### src/sv/fixed_width_observation_field_parse_assert.svh
// Assertion macros shared by the observation field parser modules.
`ifndef FIXED_WIDTH_OBSERVATION_FIELD_PARSE_ASSERT_SVH
`define FIXED_WIDTH_OBSERVATION_FIELD_PARSE_ASSERT_SVH
`ifndef SYNTHESIS
// Clocked assertion that is switched off while reset is high.
`define FWOFP_ASSERT(name, clk, rst, prop) \
   name: assert property (@(posedge clk) disable iff (rst) prop) \
      else $error("fwofp assertion failed");
// Clocked assertion that is checked in reset as well.
`define FWOFP_ASSERT_ALWAYS(name, clk, prop) \
   name: assert property (@(posedge clk) prop) \
      else $error("fwofp assertion failed");
`else
`define FWOFP_ASSERT(name, clk, rst, prop)
`define FWOFP_ASSERT_ALWAYS(name, clk, prop)
`endif
`endif

### src/sv/fwofp_pkg.sv
// Types, constants and helper functions of the observation field parser.
`timescale 1ns / 1ps
package fwofp_pkg;

   localparam int unsigned FieldBytes   = 16;
   localparam int unsigned DigitCount   = 13;
   localparam int unsigned SignBytes    = 10;
   localparam int unsigned PointByte    = 10;
   localparam int unsigned LliByte      = 14;
   localparam int unsigned SsiByte      = 15;
   localparam int unsigned GroupScale   = 10000;
   localparam int unsigned MagScale     = 100000;
   localparam int unsigned MagWidth     = 44;
   localparam int unsigned ValueWidth   = 45;
   localparam logic [MagWidth-1:0] MaxMag = 44'd9999999999999;

   localparam logic [7:0] NewlineChar = 8'h0A;
   localparam logic [7:0] SpaceChar   = 8'h20;
   localparam logic [7:0] MinusChar   = 8'h2D;

   // Fields that ride along with the number through every stage.
   typedef struct packed {
      logic       neg;
      logic [7:0] lli_char;
      logic [7:0] ssi_char;
      logic [4:0] consumed;
      logic [7:0] slot_tag;
   } side_type;

   // Word leaving the decode stage: digits, most significant first.
   typedef struct packed {
      logic [DigitCount-1:0][3:0] digits;
      side_type                   side;
   } digit_word_type;

   // Word leaving the combine stages: unsigned magnitude.
   typedef struct packed {
      logic [MagWidth-1:0] mag;
      side_type            side;
   } mag_word_type;

   // Character to digit: bit 7 set or a nibble above 9 counts as zero.
   function automatic logic [3:0] digit_of(input logic [7:0] ch);
      logic [3:0] nib;
      nib = ch[3:0];
      if (ch[7] || (nib > 4'd9)) begin
         return 4'd0;
      end
      return nib;
   endfunction

endpackage

### src/sv/fwofp_decode.sv
// Decode stage: newline blanking, digit extraction, sign and consumed count.
`timescale 1ns / 1ps
`include "fixed_width_observation_field_parse_assert.svh"
module fwofp_decode (
   input  logic                       clock,
   input  logic                       reset,
   input  logic                       in_valid,
   output logic                       in_ready,
   input  logic [63:0]                chars_lo,
   input  logic [63:0]                chars_hi,
   input  logic [7:0]                 slot_tag,
   output logic                       out_valid,
   input  logic                       out_ready,
   output fwofp_pkg::digit_word_type  out_word
);

   logic                      valid_ff;
   fwofp_pkg::digit_word_type word_ff;
   fwofp_pkg::digit_word_type word_in;

   // The stage takes a word when it is empty or its word leaves now.
   assign in_ready  = !valid_ff || out_ready;
   assign out_valid = valid_ff;
   assign out_word  = word_ff;

   // Blank from the first newline on, then map characters to digits.
   always_comb begin
      logic [fwofp_pkg::FieldBytes-1:0][7:0] raw;
      logic [fwofp_pkg::FieldBytes-1:0][7:0] blanked;
      logic                                  seen;
      logic [4:0]                            first_nl;
      logic                                  neg;
      int                                    src;
      raw      = {chars_hi, chars_lo};
      seen     = 1'b0;
      first_nl = 5'(fwofp_pkg::FieldBytes);
      neg      = 1'b0;
      for (int i = 0; i < fwofp_pkg::FieldBytes; i++) begin
         seen       = seen || (raw[i] == fwofp_pkg::NewlineChar);
         blanked[i] = seen ? fwofp_pkg::SpaceChar : raw[i];
      end
      for (int i = fwofp_pkg::FieldBytes - 1; i >= 0; i--) begin
         if (raw[i] == fwofp_pkg::NewlineChar) begin
            first_nl = 5'(i);
         end
      end
      for (int i = 0; i < fwofp_pkg::SignBytes; i++) begin
         neg = neg || (blanked[i] == fwofp_pkg::MinusChar);
      end
      // Digit 12 is the most significant; the decimal point byte is skipped.
      for (int j = 0; j < fwofp_pkg::DigitCount; j++) begin
         src = (j < fwofp_pkg::PointByte) ? j : j + 1;
         word_in.digits[fwofp_pkg::DigitCount-1-j] = fwofp_pkg::digit_of(blanked[src]);
      end
      word_in.side.neg      = neg;
      word_in.side.lli_char = blanked[fwofp_pkg::LliByte];
      word_in.side.ssi_char = blanked[fwofp_pkg::SsiByte];
      word_in.side.consumed = first_nl;
      word_in.side.slot_tag = slot_tag;
   end

   // Stage register.
   always_ff @(posedge clock) begin
      if (reset) begin
         valid_ff <= 1'b0;
      end else if (in_ready) begin
         valid_ff <= in_valid;
      end
      if (in_ready && in_valid) begin
         word_ff <= word_in;
      end
   end

   `FWOFP_ASSERT(a_lli_blanked, clock, reset, out_valid && (out_word.side.consumed < 5'd15) |-> out_word.side.lli_char == fwofp_pkg::SpaceChar)
   `FWOFP_ASSERT(a_neg_needs_text, clock, reset, out_valid && out_word.side.neg |-> out_word.side.consumed != 5'd0)

endmodule

### src/sv/fwofp_combine.sv
// Combine stages: digits to four-digit groups, to two halves, to the magnitude.
`timescale 1ns / 1ps
`include "fixed_width_observation_field_parse_assert.svh"
module fwofp_combine (
   input  logic                       clock,
   input  logic                       reset,
   input  logic                       in_valid,
   output logic                       in_ready,
   input  fwofp_pkg::digit_word_type  in_word,
   output logic                       out_valid,
   input  logic                       out_ready,
   output fwofp_pkg::mag_word_type    out_word
);

   // Group stage registers.
   logic                    grp_valid_ff;
   logic [2:0][13:0]        grp_ff;
   logic [3:0]              last_digit_ff;
   fwofp_pkg::side_type     grp_side_ff;
   logic [2:0][13:0]        grp_in;

   // Half stage registers.
   logic                    half_valid_ff;
   logic [26:0]             hi_ff;
   logic [16:0]             lo_ff;
   fwofp_pkg::side_type     half_side_ff;
   logic [26:0]             hi_in;
   logic [16:0]             lo_in;

   // Magnitude stage registers.
   logic                    mag_valid_ff;
   fwofp_pkg::mag_word_type mag_ff;
   logic [fwofp_pkg::MagWidth-1:0] mag_in;

   logic grp_en;
   logic half_en;
   logic mag_en;

   // Each stage moves when it is empty or the next one takes its word.
   assign mag_en    = !mag_valid_ff || out_ready;
   assign half_en   = !half_valid_ff || mag_en;
   assign grp_en    = !grp_valid_ff || half_en;
   assign in_ready  = grp_en;
   assign out_valid = mag_valid_ff;
   assign out_word  = mag_ff;

   // Four digits make one group below 10000.
   always_comb begin
      for (int k = 0; k < 3; k++) begin
         grp_in[k] = {10'd0, in_word.digits[12-4*k]} * 14'd1000
                   + {10'd0, in_word.digits[11-4*k]} * 14'd100
                   + {10'd0, in_word.digits[10-4*k]} * 14'd10
                   + {10'd0, in_word.digits[9-4*k]};
      end
   end

   // Upper eight digits and lower five digits.
   assign hi_in = 27'(grp_ff[0]) * 27'(fwofp_pkg::GroupScale) + 27'(grp_ff[1]);
   assign lo_in = 17'(grp_ff[2]) * 17'd10 + 17'(last_digit_ff);

   // Full 13-digit magnitude.
   assign mag_in = 44'(hi_ff) * 44'(fwofp_pkg::MagScale) + 44'(lo_ff);

   // Valid bits of the three stages.
   always_ff @(posedge clock) begin
      if (reset) begin
         grp_valid_ff  <= 1'b0;
         half_valid_ff <= 1'b0;
         mag_valid_ff  <= 1'b0;
      end else begin
         if (grp_en) begin
            grp_valid_ff <= in_valid;
         end
         if (half_en) begin
            half_valid_ff <= grp_valid_ff;
         end
         if (mag_en) begin
            mag_valid_ff <= half_valid_ff;
         end
      end
   end

   // Payload of the three stages.
   always_ff @(posedge clock) begin
      if (grp_en && in_valid) begin
         grp_ff        <= grp_in;
         last_digit_ff <= in_word.digits[0];
         grp_side_ff   <= in_word.side;
      end
      if (half_en && grp_valid_ff) begin
         hi_ff        <= hi_in;
         lo_ff        <= lo_in;
         half_side_ff <= grp_side_ff;
      end
      if (mag_en && half_valid_ff) begin
         mag_ff.mag  <= mag_in;
         mag_ff.side <= half_side_ff;
      end
   end

   `FWOFP_ASSERT(a_mag_in_range, clock, reset, out_valid |-> out_word.mag <= fwofp_pkg::MaxMag)

endmodule

### src/sv/fixed_width_observation_field_parse.sv
// Top level of the fixed-width observation field parser.
`timescale 1ns / 1ps
`include "fixed_width_observation_field_parse_assert.svh"
// Parses one 16-character observation field per word into a signed 13-digit
// integer (decimal point at byte 10 dropped), the loss-of-lock and signal
// strength characters, and the newline position. A new word is taken every
// cycle while the result side does not stall. Each word passes five registers
// (decode, group, half, magnitude and sign) before its result is presented.
// The per-stage multiply by a constant sets the cycle.
module fixed_width_observation_field_parse (
   input  logic                clock,
   input  logic                reset,
   input  logic                req_valid,
   output logic                req_ready,
   input  logic [63:0]         req_chars_lo,
   input  logic [63:0]         req_chars_hi,
   input  logic [7:0]          req_slot_tag,
   output logic                rsp_valid,
   input  logic                rsp_ready,
   output logic signed [44:0]  rsp_value,
   output logic [7:0]          rsp_lli_char,
   output logic [7:0]          rsp_ssi_char,
   output logic [4:0]          rsp_consumed,
   output logic [7:0]          rsp_slot_tag_out
);

   logic                      dec_valid;
   logic                      dec_ready;
   fwofp_pkg::digit_word_type dec_word;
   logic                      mag_valid;
   logic                      mag_ready;
   fwofp_pkg::mag_word_type   mag_word;

   logic                                    valid_ff;
   logic signed [fwofp_pkg::ValueWidth-1:0] value_ff;
   fwofp_pkg::side_type                     side_ff;
   logic signed [fwofp_pkg::ValueWidth-1:0] value_in;

   fwofp_decode u_decode (
      .clock     (clock),
      .reset     (reset),
      .in_valid  (req_valid),
      .in_ready  (req_ready),
      .chars_lo  (req_chars_lo),
      .chars_hi  (req_chars_hi),
      .slot_tag  (req_slot_tag),
      .out_valid (dec_valid),
      .out_ready (dec_ready),
      .out_word  (dec_word)
   );

   fwofp_combine u_combine (
      .clock     (clock),
      .reset     (reset),
      .in_valid  (dec_valid),
      .in_ready  (dec_ready),
      .in_word   (dec_word),
      .out_valid (mag_valid),
      .out_ready (mag_ready),
      .out_word  (mag_word)
   );

   // Sign stage: negate the magnitude when a minus sign was seen.
   assign value_in = mag_word.side.neg ? -$signed({1'b0, mag_word.mag})
                                       : $signed({1'b0, mag_word.mag});
   assign mag_ready = !valid_ff || rsp_ready;

   always_ff @(posedge clock) begin
      if (reset) begin
         valid_ff <= 1'b0;
      end else if (mag_ready) begin
         valid_ff <= mag_valid;
      end
      if (mag_ready && mag_valid) begin
         value_ff <= value_in;
         side_ff  <= mag_word.side;
      end
   end

   // Result word.
   assign rsp_valid        = valid_ff;
   assign rsp_value        = value_ff;
   assign rsp_lli_char     = side_ff.lli_char;
   assign rsp_ssi_char     = side_ff.ssi_char;
   assign rsp_consumed     = side_ff.consumed;
   assign rsp_slot_tag_out = side_ff.slot_tag;

   `FWOFP_ASSERT(a_sign_matches, clock, reset, rsp_valid && (rsp_value != 45'sd0) |-> rsp_value[44] == side_ff.neg)
   `FWOFP_ASSERT_ALWAYS(a_idle_after_reset, clock, $past(reset) |-> !rsp_valid)

endmodule

### config.mk
export PLATFORM = sky130hd
export DESIGN_NAME = fixed_width_observation_field_parse
export DESIGN_NICKNAME = d
export VERILOG_FILES = /design/src/sv/fwofp_pkg.sv /design/src/sv/fwofp_decode.sv /design/src/sv/fwofp_combine.sv /design/src/sv/fixed_width_observation_field_parse.sv
export VERILOG_INCLUDE_DIRS = /design/src /design/src/sv
export SDC_FILE = /design/constraint.sdc
export NUM_CORES = 1
export LEC_CHECK = 0
export ABC_AREA = 1
export BUFFER_PORTS_ARGS = -buffer_cell sky130_fd_sc_hd__buf_2
export CORE_MARGIN = 2
export CORE_UTILIZATION = 60
export DETAILED_ROUTE_END_ITERATION = 12
export HOLD_SLACK_MARGIN = 0.15
export PLACE_DENSITY = 0.77
export SYNTH_ARGS = -nofsm -noshare
export SYNTH_HDL_FRONTEND = slang
export SYNTH_HIERARCHICAL = 1
export SYNTH_SLANG_ARGS = --single-unit
### constraint.sdc
create_clock -name clock -period 7.9 [get_ports clock]
set_input_delay 1.58 -clock clock [delete_from_list [all_inputs] [get_ports clock]]
set_output_delay 1.58 -clock clock [all_outputs]
set_load 0.1 [all_outputs]
After elaboration in Yosys (flattened, before gate mapping)
Cells that the tools add are included.
{"block": "totals", "regBits": 385, "inputBits": 140}
{"block": "classes", "add_sub_neg": 13, "n_mul": 12, "n_lt_le_gt_ge": 13, "n_eq_ne": 26, "muxes": 68, "n_reduce_logical": 56}
{"operator": "$mux W4", "n": 33}
{"operator": "$eq A8 B4 Y1 const B", "n": 16}
{"operator": "$mux W8", "n": 13}
{"operator": "$eq A8 B6 Y1 const B", "n": 10}
{"operator": "$gt A4 B4 Y1 const B", "n": 13}
{"operator": "$neg A44 Y45", "n": 1}
{"operator": "$add A44 B17 Y44", "n": 1}
{"operator": "$mux W44", "n": 1}
{"operator": "$add A14 B11 Y14", "n": 3}
{"operator": "$add A14 B4 Y14", "n": 3}
{"operator": "$add A14 B8 Y14", "n": 3}
{"operator": "$logic_or A1 B1 Y1", "n": 42}
{"operator": "$mul A27 B12 Y39 const B", "n": 1}
{"operator": "$mul A4 B7 Y11 const B", "n": 3}
{"operator": "$add A27 B14 Y27", "n": 1}
{"operator": "$mul A4 B5 Y9 const B", "n": 3}
{"operator": "$mul A14 B10 Y23 const B", "n": 1}
{"operator": "$mul A4 B3 Y7 const B", "n": 3}
{"operator": "$add A17 B4 Y17", "n": 1}
{"operator": "$mul A14 B3 Y16 const B", "n": 1}
{"operator": "$reduce_or A15 Y1", "n": 1}
{"operator": "$mux W1", "n": 14}
{"operator": "$mux W3", "n": 4}
{"operator": "$reduce_or A8 Y1", "n": 1}
{"operator": "6 further kinds", "n": 15}

Longest topological paths before layout
Gate-level depths: netlist of the first run.
{"block": "depth", "depth_word": 19, "ltp_mapped": 29}

Hierarchy
The synthesis of the first run kept the hierarchy.
{"module": "fwofp_combine", "instances": 1, "cells_each": 2731, "area_each_um2": 24279.5, "seq_area_each_um2": 6786.5}
{"module": "fwofp_decode", "instances": 1, "cells_each": 473, "area_each_um2": 4389.2, "seq_area_each_um2": 2482.4}
{"module": "fixed_width_observation_field_parse", "instances": 1, "cells_each": 407, "area_each_um2": 3794.9, "seq_area_each_um2": 2242.2}

Worst setup path after synthesis of the first run
OpenSTA, ideal clock, no wires.
{"block": "synth_timing", "path_kind": "input port to flip-flop", "startpoint": "in rsp_ready", "endpoint": "reg u_decode.word_ff (netlist bit u_decode/out_word[0]), enable pin", "setup_ps": 549, "arrival_time_ps": 5949, "path_slack_ps": 1402, "cell_stages": 8, "path_buffers": 0, "cell_sequence": "inv_1 > nand2_1 > inv_1 > nand2_1 > nor2_1 > nand2_1 > inv_1 > a21oi_1"}
{"block": "synth_between", "elab_chain_cells": 6}
{"item": "start, declared", "line": "fixed_width_observation_field_parse.sv:19", "text": "input logic rsp_ready,"}
{"item": "$logic_or A1 B1 Y1", "line": "fixed_width_observation_field_parse.sv:66", "text": "assign mag_ready = !valid_ff || rsp_ready;"}
{"item": "via mag_ready", "line": "fixed_width_observation_field_parse.sv:31", "text": "logic mag_ready;"}
{"item": "$logic_or A1 B1 Y1", "line": "fwofp_combine.sv:40", "text": "assign mag_en = !mag_valid_ff || out_ready;"}
{"item": "$logic_or A1 B1 Y1", "line": "fwofp_combine.sv:41", "text": "assign half_en = !half_valid_ff || mag_en;"}
{"item": "$logic_or A1 B1 Y1", "line": "fwofp_combine.sv:42", "text": "assign grp_en = !grp_valid_ff || half_en;"}
{"item": "via dec_ready", "line": "fixed_width_observation_field_parse.sv:28", "text": "logic dec_ready;"}
{"item": "$logic_or A1 B1 Y1", "line": "fwofp_decode.sv:22", "text": "assign in_ready = !valid_ff || out_ready;"}
{"item": "$logic_and A1 B1 Y1", "line": "fwofp_decode.sv:69", "text": "if (in_ready && in_valid) begin"}
{"item": "end signal, assigned", "line": "fwofp_decode.sv:70", "text": "word_ff <= word_in;"}
{"item": "end, declared", "line": "fwofp_decode.sv:18", "text": "fwofp_pkg::digit_word_type word_ff;"}
The timed path passes the listed nets, and every way through them passes these cells.
A chain may end at the register's enable or synchronous reset.

Worst setup path in the final report of the first run
{"block": "layout_timing", "startpoint": "reg u_combine.hi_ff[10]", "endpoint": "reg u_combine.mag_ff (netlist bit u_combine/out_word[73]) (data pin)"}
{"block": "layout_between", "elab_chain_cells": 2}
{"item": "start, declared", "line": "fwofp_combine.sv:24", "text": "logic [26:0] hi_ff;"}
{"item": "start signal, assigned", "line": "fwofp_combine.sv:91", "text": "hi_ff <= hi_in;"}
{"item": "$mul A27 B12 Y39", "line": "fwofp_combine.sv:62", "text": "assign mag_in = 44'(hi_ff) * 44'(fwofp_pkg::MagScale) + 44'(lo_ff);"}
{"item": "$add A44 B17 Y44", "line": "fwofp_combine.sv:62"}
{"item": "via u_combine.mag_in (one bit)", "line": "fwofp_combine.sv:33", "text": "logic [fwofp_pkg::MagWidth-1:0] mag_in;"}
{"item": "end, declared", "line": "fwofp_combine.sv:32", "text": "fwofp_pkg::mag_word_type mag_ff;"}
The timed path passes the listed nets, and every way through them passes these cells.

==> results of run 1 <==
path summary, 6_finish.rpt:
check / from / endpoint / depth (start not counted)
setup / recovery: u_combine/hi_ff[10] / u_combine/out_word[73] / 24
hold / removal: u_combine/grp_side_ff[25] / u_combine/half_side_ff[25] / 0
setup reg to reg: u_combine/hi_ff[10] / u_combine/out_word[73] / 24
hold reg to reg: u_combine/grp_side_ff[25] / u_combine/half_side_ff[25] / 0
per-stage QoR:
step | instance area (um2) | hold WS, ns | std cells | util
after global placement | 34440 | 0.4003 | 4521 | 0.6412
after detailed placement | 34440 | 0.4045 | 4521 | 0.6412
after floorplan | 32460 | 0.4003 | 3611 | -
after global routing | 35900 | 0.4155 | 4598 | 0.6684
after CTS | 35900 | 0.4096 | 4598 | 0.6684
final | 35900 | 0.4122 | 4598 | 0.6684
layout make-up:
type	instances	share of cell area
sequential	385	0.3207
timing repair buffer	221	0.03123
clock inverter	29	0.01025
clock buffer	48	0.03050
tap	696	0.02426
inverter	797	0.08344
multi-input combinational	2422	0.4997
state kept, by name, indices dropped and copies added (netlist names), 4 cells and up:
name and flops:
u_combine/grp_ff 42, u_combine/hi_ff 27, rsp_lli_char 8, rsp_consumed 5, u_combine/last_digit_ff 4, u_combine/lo_ff 17
rsp_ssi_char 8, u_decode/out_word 82, u_combine/half_side_ff 30, rsp_value 45, u_combine/grp_side_ff 30, rsp_slot_tag_out 8
u_combine/out_word 74
kinds of logic (layout without fill, tap and decap cells):
kind of cell,after synthesis,in the layout,synth area share
simple gates,1373,1373,0.1888
buf+inv,804,1095,0.09393
fa+ha+maj,581,581,0.2591
flops,385,385,0.3546
compound gates,272,272,0.04945
xor+xnor,196,196,0.05415
per-layer routing:
metal  wire length [um]  up-vias
met3               2844      200
met5                  0        -
met2              36040      553
met1              29400    11080
met4               4106        0
li1                   -    12120
cell usage in the layout, fill, tap and decap left out, drive strengths merged, types with 7 or more instances in the layout:
| cell | count |
|---|---|
| nor4 | 7 |
| a21oi | 132 |
| ha | 429 |
| clkbuf | 48 |
| nor3 | 44 |
| xor2 | 113 |
| nand3b | 9 |
| nand3 | 159 |
| a31oi | 12 |
| nor2 | 342 |
| nand4 | 54 |
| o21bai | 18 |
| o31ai | 7 |
| o21ai | 69 |
| o2111ai | 8 |
| a21o | 15 |
| buf | 221 |
| edfxtp | 380 |
| nand2 | 747 |
| inv | 799 |
| xnor2 | 80 |
| clkinv | 16 |
| fa | 152 |
worst max-delay path, delay by kind of cell (launching register included):
kind,cells,cell delay (ns)
xor gates and xnor gates,1,0.26
buffers and inverters,3,0.18
and+or+nand+nor,14,1.71
DFF,1,0.51
adders and majority gates,6,2.54
==> flow_summary_export.csv, run 1 <==
group,metric,value,unit
outcome,status,"completed",
global_routing,grt_pass1_wl,116.7,mm
worst_setup_path,worstSetupEndpointType,"flip-flop",
cells_and_area,fillers,4211,
sta,maxSlewViolCount,0,
floorplan,core_area,0.05371,mm2
cts,clkSinkCount,385,
global_routing,grt_usage,0.2616,
cts,cts_root_buf,"clkbuf_16",
place,port_buffers,215,
cts,clk_pin_slew,0.06,ns
cells_and_area,nets,4591,
global_routing,grt_max_degree,75,
worst_setup_path,cp_common_cell,"nand2_1",
sta,worst_clock_skew,0.01526,ns
worst_setup_path,path_cells,"ha_1, ha_1, xor2_1, ha_1, fa_1, inv_1, fa_1, inv_1, ha_1, nand2_1, nor2_1, inv_1, nor2_2, nand4_1, nand3_1, nand2_1, nand2_1, nand2_1, nor2_1, nand3_1, nor2_2, nand2_1, nand2_1, nand2_1",
routing,drtIter0Drc,1070,
global_routing,antenna_found_initial,1,
yosys,synth_edf_count,380,
cts,hold_buffers,0,
sta,worst_pin_slew,1.003,ns
global_routing,grtUsageMet1,0.3064,
yosys,seq_area_frac_synth,0.3546,
yosys,synth_cells,3611,
global_routing,grt_use_met2,0.4707,
yosys,synthFlopType,"edfxtp_1",
cts,cts_resized,0,
yosys,synth.top_cells.by_count,"775 x inv_1, 707 x nand2_1, 429 x ha_1, 380 x edfxtp_1, 293 x nor2_1",
place,dp_hpwl,60.02,mm
floorplan,dieWidth,236.6,um
worst_setup_path,cp.arrival,5.81,ns
cts,cts_buffer_depth,3,
worst_setup_path,start_kind,"flip-flop",
yosys,synth.area.top_cells,"edfxtp_1 35%, ha_1 17%, fa_1 9.4%, inv_1 9.0%, nand2_1 8.2%",
worst_setup_path,timing_worst_setup_path_type,"reg2reg",
sta,rsz0062_at_grt,"no",
cells_and_area,multiInputGateArea,0.01794,mm2
routing,routed_wl,72.39,mm
cells_and_area,drive_above_1_share,0.1107,
cells_and_area,area_delta_synth_final,10.58,%
worst_setup_path,cp_data_required_time,8.24,ns
yosys,synth_cell_types,55,
cts,htree_levels,2,
cells_and_area,area.sequential,0.01151,mm2
place,place_ws,2.513,ns
yosys,yosysTopAreaCell,"edfxtp_1",
floorplan,die_area,0.05598,mm2
yosys,yosysWarnings,6,
yosys,yosysMostFrequentCell,"inv_1",
sta,layout_min_cycle_time,5.469,ns
worst_setup_path,cpPeakStageDelay,0.54,ns
yosys,syn_area,0.03246,mm2
job,cap_viol_max_count,0,
sta,period_share,0.6923,
place,place.gp.congestion,1.013,
sta,setup_tns,0,ns
yosys,postSynthAreaPerCell,8.990,um2
sta,setup_viol,0,
yosys,synth_top_cell_area_share,0.3515,
cts,postCtsSetupRepairBufs,0,
worst_setup_path,crit_slowest_cell,"fa_1",
sta,slew-limit-headroom,0.3313,
cells_and_area,diodes,0,
sta,maxClockFrequency,0.1828,GHz
floorplan,start_util,0.6044,
cts,clk_latency,0.58,ns
sta,setup_ws,2.431,ns
global_routing,use_met3,0.03474,
routing,vias,23950,
yosys,synth_fp_nets,4332,
sta,timing_hold_violations_final,0,
cts,cts_tree,"built",
routing,wire_per_inst,15.74,um
floorplan,ios,216,
worst_setup_path,r2r_setup_slack,2.43,ns
cts,numCtsBuffers,43,
yosys,ys_ff_latch,385,
floorplan,die_h,236.6,um
yosys,async_reset_ff_frac,0,
worst_hold_path,hold_path_class,"reg2reg",
routing,postRouteAntennaNets,0,
routing,drcViolationCount,0,
global_routing,grt_pass1_vias,23830,
worst_setup_path,cp_max_fo,6,
routing,firstDrtPassIters,5,
floorplan,rows,85,
global_routing,grt.busiest_layer,"met2",
routing,via_per_inst,5.209,
global_routing,grt_overflow_total,0,
Power of run 1 is not shown: default switching activity piles up to over one toggle a cycle in this logic, so the estimate is an artifact.
==> inputs of run 2 (changes only) <==
--- a/config.mk
+++ b/config.mk
@@ -9,7 +9,7 @@
 export ABC_AREA = 1
 export BUFFER_PORTS_ARGS = -buffer_cell sky130_fd_sc_hd__buf_2
 export CORE_MARGIN = 2
-export CORE_UTILIZATION = 60
+export CORE_UTILIZATION = 57
 export DETAILED_ROUTE_END_ITERATION = 12
 export HOLD_SLACK_MARGIN = 0.15
 export PLACE_DENSITY = 0.77
==> constraint.sdc (replaced) <==
create_clock -name clock -period 4.71 [get_ports clock]
set_input_delay 0.942 -clock clock [delete_from_list [all_inputs] [get_ports clock]]
set_output_delay 0.942 -clock clock [all_outputs]
set_load 0.1 [all_outputs]
==> run 2 against run 1 <==
  * The run now ends with setup timing left
  * Non-clock buffer count up 408
  * Die area up 5.2%
  * Register-to-register slack worse by 2.9 ns
  * Fmax up 6.5%
  * Sequential share of layout area down 4.7 points
  * Cell area up 17%
  * Clock skew up 0.0092 ns
  * Clock-buffer cell count down 4
  * Via count up 14%
==> flow_summary_export.csv, run 2 (same netlist as run 1, synthesis figures left out) <==
group,metric,value,unit
floorplan,dieWidth,242.7,um
place,port_buffers,215,
worst_setup_path,cp.arrival,5.50,ns
cells_and_area,largest_reg_flops,82,
sta,worst_clock_skew,0.02442,ns
cells_and_area,finalNonFillerCells,5070,
floorplan,rows,87,
routing,vias,27390,
cts,cts_root_buf,"clkbuf_16",
cts,cts_buffer_depth,3,
cells_and_area,nets,4999,
global_routing,antenna_found_initial,1,
sta,worst_pin_slew,1.030,ns
worst_setup_path,r2r_cells,28,
routing,via_per_inst,5.402,
routing,dr.max_layer_used,"met4",
sta,timing_hold_violations_final,0,
worst_setup_path,timing_worst_setup_path_type,"reg2reg",
worst_hold_path,hold_path_class,"reg2reg",
sta,setup_ws,-0.4232,ns
floorplan,start_util,0.5757,
global_routing,grt_usage,0.2841,
cells_and_area,final_cell_mix,"724 x inv_1, 584 x nand2_1, 380 x edfxtp_1, 366 x buf_4, 334 x ha_1",
routing,route.met3.wl,4.925,mm
cells_and_area,drive_above_1_share,0.2961,
place,place.gp.congestion,0.9764,
place,place_inst,4874,
cts,numCtsBuffers,43,
worst_setup_path,start_kind,"flip-flop",
cts,clk_latency,0.62,ns
routing,drcViolationCount,0,
sta,layout_min_cycle_time,5.133,ns
cts,hold_buffers,0,
worst_setup_path,r2r_end,"u_combine/out_word[70]",
floorplan,die_area,0.05888,mm2
floorplan,die_h,242.7,um
job,cap_viol_max_count,0,
worst_setup_path,cpPeakStageDelay,0.60,ns
outcome,violations,"setup timing",
worst_setup_path,cp_data_required_time,5.08,ns
sta,period_share,1.090,
worst_setup_path,crit_slowest_cell,"fa_1",
routing,routed_wl,94.73,mm
routing,wire_per_inst,18.68,um
floorplan,core_area,0.05639,mm2
global_routing,grt_max_degree,75,
cts,cts_tree,"built",
place,dp_hpwl,62.67,mm
worst_hold_path,whs_path_depth,0,
cells_and_area,fillers,3740,
sta,slew-limit-headroom,0.3134,
cts,htree_levels,2,
global_routing,grt_overflow_total,0,
worst_setup_path,rr_startpoint,"u_combine/hi_ff[18]",
worst_hold_path,hold_end,"u_combine/half_side_ff[29]",
floorplan,ios,216,
sta,maxSlewViolCount,0,
worst_setup_path,r2r_setup_slack,-0.42,ns
routing,wl_met2,48.07,mm
sta,fin_hold_ws,0.4011,ns
cts,clkSinkCount,385,
worst_hold_path,min_from,"u_combine/grp_side_ff[29]",
routing,met1Wirelength,34.23,mm
global_routing,grt_pass1_wl,133.2,mm
global_routing,grt_pass1_vias,26890,
cts,clk_pin_slew,0.06,ns
worst_setup_path,cp_max_fo,4,
routing,drtIter0Drc,1936,
cells_and_area,top_register,"u_decode/out_word",
sta,maxClockFrequency,0.1948,GHz
sta,setup_viol,37,
sta,rsz0062_at_grt,"yes",
routing,postRouteAntennaNets,0,
cells_and_area,area_delta_synth_final,29.62,%
cells_and_area,layout_commonest_cell,"inv_1",
outcome,status,"finished, violations left",
worst_setup_path,worstSetupEndpointType,"flip-flop",
routing,firstDrtPassIters,7,
run 2: cell count changes in the layout (fill, tap and decap cells not counted), moves of 45 or more:
cell	change
buf_4	+360
nand2_1	-123
ha_1	-95
nand2_2	+92
ha_4	+85
nor2_1	-61
inv_1	-49
buf_6	+46
inv_2	+45
run 2: cell type report:
| type | instances | area (um2) | area share |
|---|---|---|---|
| Tap cell | 756 | 945.9 | 0.02248 |
| Multi-Input combinational cell | 2422 | 20680 | 0.4914 |
| Sequential cell | 385 | 11510 | 0.2736 |
| Clock buffer | 44 | 1080 | 0.02566 |
| Antenna cell | 1 | 2.502 | 0.00005947 |
| Inverter | 797 | 3004 | 0.07139 |
| Clock inverter | 36 | 475.5 | 0.01130 |
| Timing Repair Buffer | 629 | 4382 | 0.1041 |
run 2: what timing repair did:
item / CTS / global route
setup buffers: 75 / 52
gates resized for setup: 337 / 256
endpoints found under the hold margin: 0 / 0
pin swaps: 183 / 183
setup endpoints to repair: 38 / 45
gates cloned: 0 / 0
run 2: metal layers:
layer / vias up / GRT usage
li1: 12920 / -
met1: 12890 / 0.3142
met2: 1135 / 0.5317
met3: 447 / 0.03582
met4: 0 / 0.1478
met5: - / 0
run 2: through the flow:
stage	instance area, um2	utilization	setup TNS, ns	worst slack (ns)
global placement	36810	0.6528	-8.001	-0.4443
CTS	40660	0.7212	-1.488	-0.1142
global route	42080	0.7462	-14.09	-0.6101
detailed placement	36810	0.6528	-10.82	-0.5444
floorplan	32550	-	0	0.008741
finish	42080	0.7463	-8.808	-0.4232
run 2: how the worst max path moves through the flow:
stage                     cells past startpoint                      to  slack (ns)                start
final                                        28  u_combine/out_word[70]       -0.42  u_combine/hi_ff[18]
after floorplan                              28  u_combine/out_word[72]       0.009   u_combine/hi_ff[2]
after detailed placement                     27  u_combine/out_word[70]       -0.54  u_combine/hi_ff[22]
after CTS                                    26  u_combine/out_word[61]       -0.11   u_combine/hi_ff[3]
after global placement                       27  u_combine/out_word[70]       -0.44  u_combine/hi_ff[23]
after global routing                         28  u_combine/out_word[72]       -0.61  u_combine/hi_ff[16]
run 2: worst max-delay path: cells and delay by family (launching register included):
family	cells	cell delay (ns)
flops	1	0.46
simple gates	13	1.23
fa+ha+maj	6	2.46
buf+inv	9	0.75
Power of run 2 is left out for the same reason.
==> inputs of run 3 (changes only) <==
--- a/config.mk
+++ b/config.mk
@@ -9,7 +9,7 @@
 export ABC_AREA = 1
 export BUFFER_PORTS_ARGS = -buffer_cell sky130_fd_sc_hd__buf_2
 export CORE_MARGIN = 2
-export CORE_UTILIZATION = 57
+export CORE_UTILIZATION = 60
 export DETAILED_ROUTE_END_ITERATION = 12
 export HOLD_SLACK_MARGIN = 0.15
 export PLACE_DENSITY = 0.77
==> constraint.sdc (replaced) <==
create_clock -name clock -period 6.55 [get_ports clock]
set_input_delay 1.31 -clock clock [delete_from_list [all_inputs] [get_ports clock]]
set_output_delay 1.31 -clock clock [all_outputs]
set_load 0.1 [all_outputs]
==> run 3 against run 2 <==
  * The run now ends clean
  * Clock-buffer cell count rose by 6
  * Critical path depth unchanged
  * Die area is 4.9% lower
  * Non-clock buffer count fell by 407
  * Fmax decreased by 6.5%
  * Flip-flop and latch count unchanged
  * Clock skew decreased by 0.011 ns
  * Routed wire length decreased by 23%
  * Setup slack better by 1.5 ns
==> flow_summary_export.csv, run 3 (same netlist as run 1, synthesis figures left out) <==
group,metric,value,unit
routing,vias,23880,
worst_setup_path,rr_startpoint,"u_combine/hi_ff[1]",
cells_and_area,area.sequential,0.01151,mm2
global_routing,grt_usage,0.2661,
global_routing,grt_max_degree,69,
worst_setup_path,r2r_end,"u_combine/out_word[72]",
worst_setup_path,r2r_setup_slack,1.06,ns
cells_and_area,final_cell_mix,"773 x inv_1, 707 x nand2_1, 429 x ha_1, 380 x edfxtp_1, 293 x nor2_1",
floorplan,rows,85,
global_routing,grt_use_met2,0.4958,
cells_and_area,fillers,4261,
place,place.gp.congestion,0.9817,
worst_setup_path,crit_slowest_cell,"fa_1",
floorplan,dieWidth,236.6,um
worst_setup_path,cp.arrival,5.83,ns
cts,cts_root_buf,"clkbuf_16",
routing,routed_wl,73.15,mm
cts,clk_latency,0.58,ns
worst_setup_path,r2r_cells,28,
sta,setup_viol,0,
routing,via_per_inst,5.192,
global_routing,grt_pass1_wl,118.5,mm
cts,postCtsSetupRepairBufs,0,
sta,timing_hold_violations_final,0,
global_routing,grt_pass1_vias,23760,
cts,cts_tree,"built",
cts,hold_buffers,0,
worst_hold_path,hold_path_class,"reg2reg",
cts,htree_levels,2,
worst_setup_path,cpPeakStageDelay,0.53,ns
routing,wire_per_inst,15.91,um
floorplan,ios,216,
global_routing,antenna_found_initial,1,
sta,maxClockFrequency,0.1821,GHz
cells_and_area,layout_commonest_cell,"inv_1",
sta,layout_min_cycle_time,5.491,ns
cells_and_area,nets,4591,
worst_setup_path,worstSetupEndpointType,"flip-flop",
floorplan,start_util,0.6044,
cts,numCtsBuffers,42,
floorplan,die_area,0.05598,mm2
job,cap_viol_max_count,0,
worst_hold_path,whs_path_depth,0,
cells_and_area,diodes,0,
floorplan,core_area,0.05371,mm2
worst_setup_path,cp_max_fo,6,
routing,postRouteAntennaNets,0,
sta,period_share,0.8383,
sta,worst_clock_skew,0.01307,ns
worst_setup_path,cp_common_cell,"ha_1",
worst_hold_path,min_from,"u_combine/half_side_ff[22]",
cells_and_area,top_register,"u_decode/out_word",
sta,rsz0062_at_grt,"no",
global_routing,grt.busiest_layer,"met2",
sta,setup_tns,0,ns
place,port_buffers,215,
floorplan,die_h,236.6,um
worst_setup_path,timing_worst_setup_path_type,"reg2reg",
cells_and_area,drive_above_1_share,0.1099,
cts,clkSinkCount,385,
worst_setup_path,start_kind,"flip-flop",
sta,slew-limit-headroom,0.2953,
cts,cts_resized,0,
place,dp_hpwl,60.92,mm
cts,cts_buffer_depth,3,
cells_and_area,multiInputGateArea,0.01794,mm2
sta,maxSlewViolCount,0,
outcome,status,"completed",
worst_setup_path,cp_data_required_time,6.89,ns
sta,worst_pin_slew,1.055,ns
cts,clk_pin_slew,0.06,ns
routing,drtIter0Drc,1333,
routing,drcViolationCount,0,
cells_and_area,largest_reg_flops,82,
global_routing,use_met3,0.03031,
worst_hold_path,hold_end,"u_combine/out_word[22]",
global_routing,grtUsageMet1,0.3137,
cells_and_area,area_delta_synth_final,10.60,%
global_routing,grt_overflow_total,0,
routing,firstDrtPassIters,6,
[run 3: cell count changes in the layout (fill, tap and decap cells not counted), sizes merged]
| cell | change |
|---|---|
| inv | -5 |
| clkinv | -3 |
| clkbuf | +6 |
| diode | -1 |
| buf | -407 |
| clkinvlp | -1 |
[run 3: layout make-up]
type                       instances  share of cell area
inverter                         797             0.08343
clock buffer                      50             0.03011
multi-input combinational       2422              0.4996
tap                              696             0.02425
timing repair buffer             222             0.03143
clock inverter                    27             0.01059
sequential                       385              0.3206
[run 3: worst max-delay path by stage]
stage | from | cells past startpoint | end | slack, ns
5_1_grt | u_combine/hi_ff[1] | 28 | u_combine/out_word[66] | 0.67
2_1_floorplan | rsp_ready | 8 | u_decode/out_word[0] | 0.32
4_1_cts | u_combine/hi_ff[1] | 28 | u_combine/out_word[72] | 1.10
6_report | u_combine/hi_ff[1] | 28 | u_combine/out_word[72] | 1.06
3_5_place_dp | u_combine/hi_ff[1] | 28 | u_combine/out_word[72] | 1.13
3_3_place_gp | u_combine/hi_ff[3] | 25 | u_combine/out_word[72] | 1.20
[run 3: through the flow]
step           setup WS (ns)  instance area [um2]    util  hold slack, ns  std cells
6_report               1.059                35900  0.6685          0.4102       4599
5_1_grt               0.6699                35900  0.6685          0.4217       4599
4_1_cts                1.103                35900  0.6685          0.4046       4599
3_5_place_dp           1.129                34440  0.6413          0.4045       4522
3_3_place_gp           1.201                34440  0.6413          0.4001       4522
2_1_floorplan         0.3221                32460       -          0.4003       3611
[run 3: worst max-delay path: cells and delay by family (launching register included)]
family	cells	cell delay, ns
fa+ha+maj	7	2.48
simple gates	16	1.81
flops	1	0.47
xor+xnor	2	0.31
buf+inv	3	0.18
[run 3: layer usage]
metal / vias up / part of all wire
li1: 12110 / -
met4: 2 / 0.038
met2: 530 / 0.52
met5: - / 0.00025
met1: 11090 / 0.40
met3: 151 / 0.038
Power of run 3 is left out for the same reason.
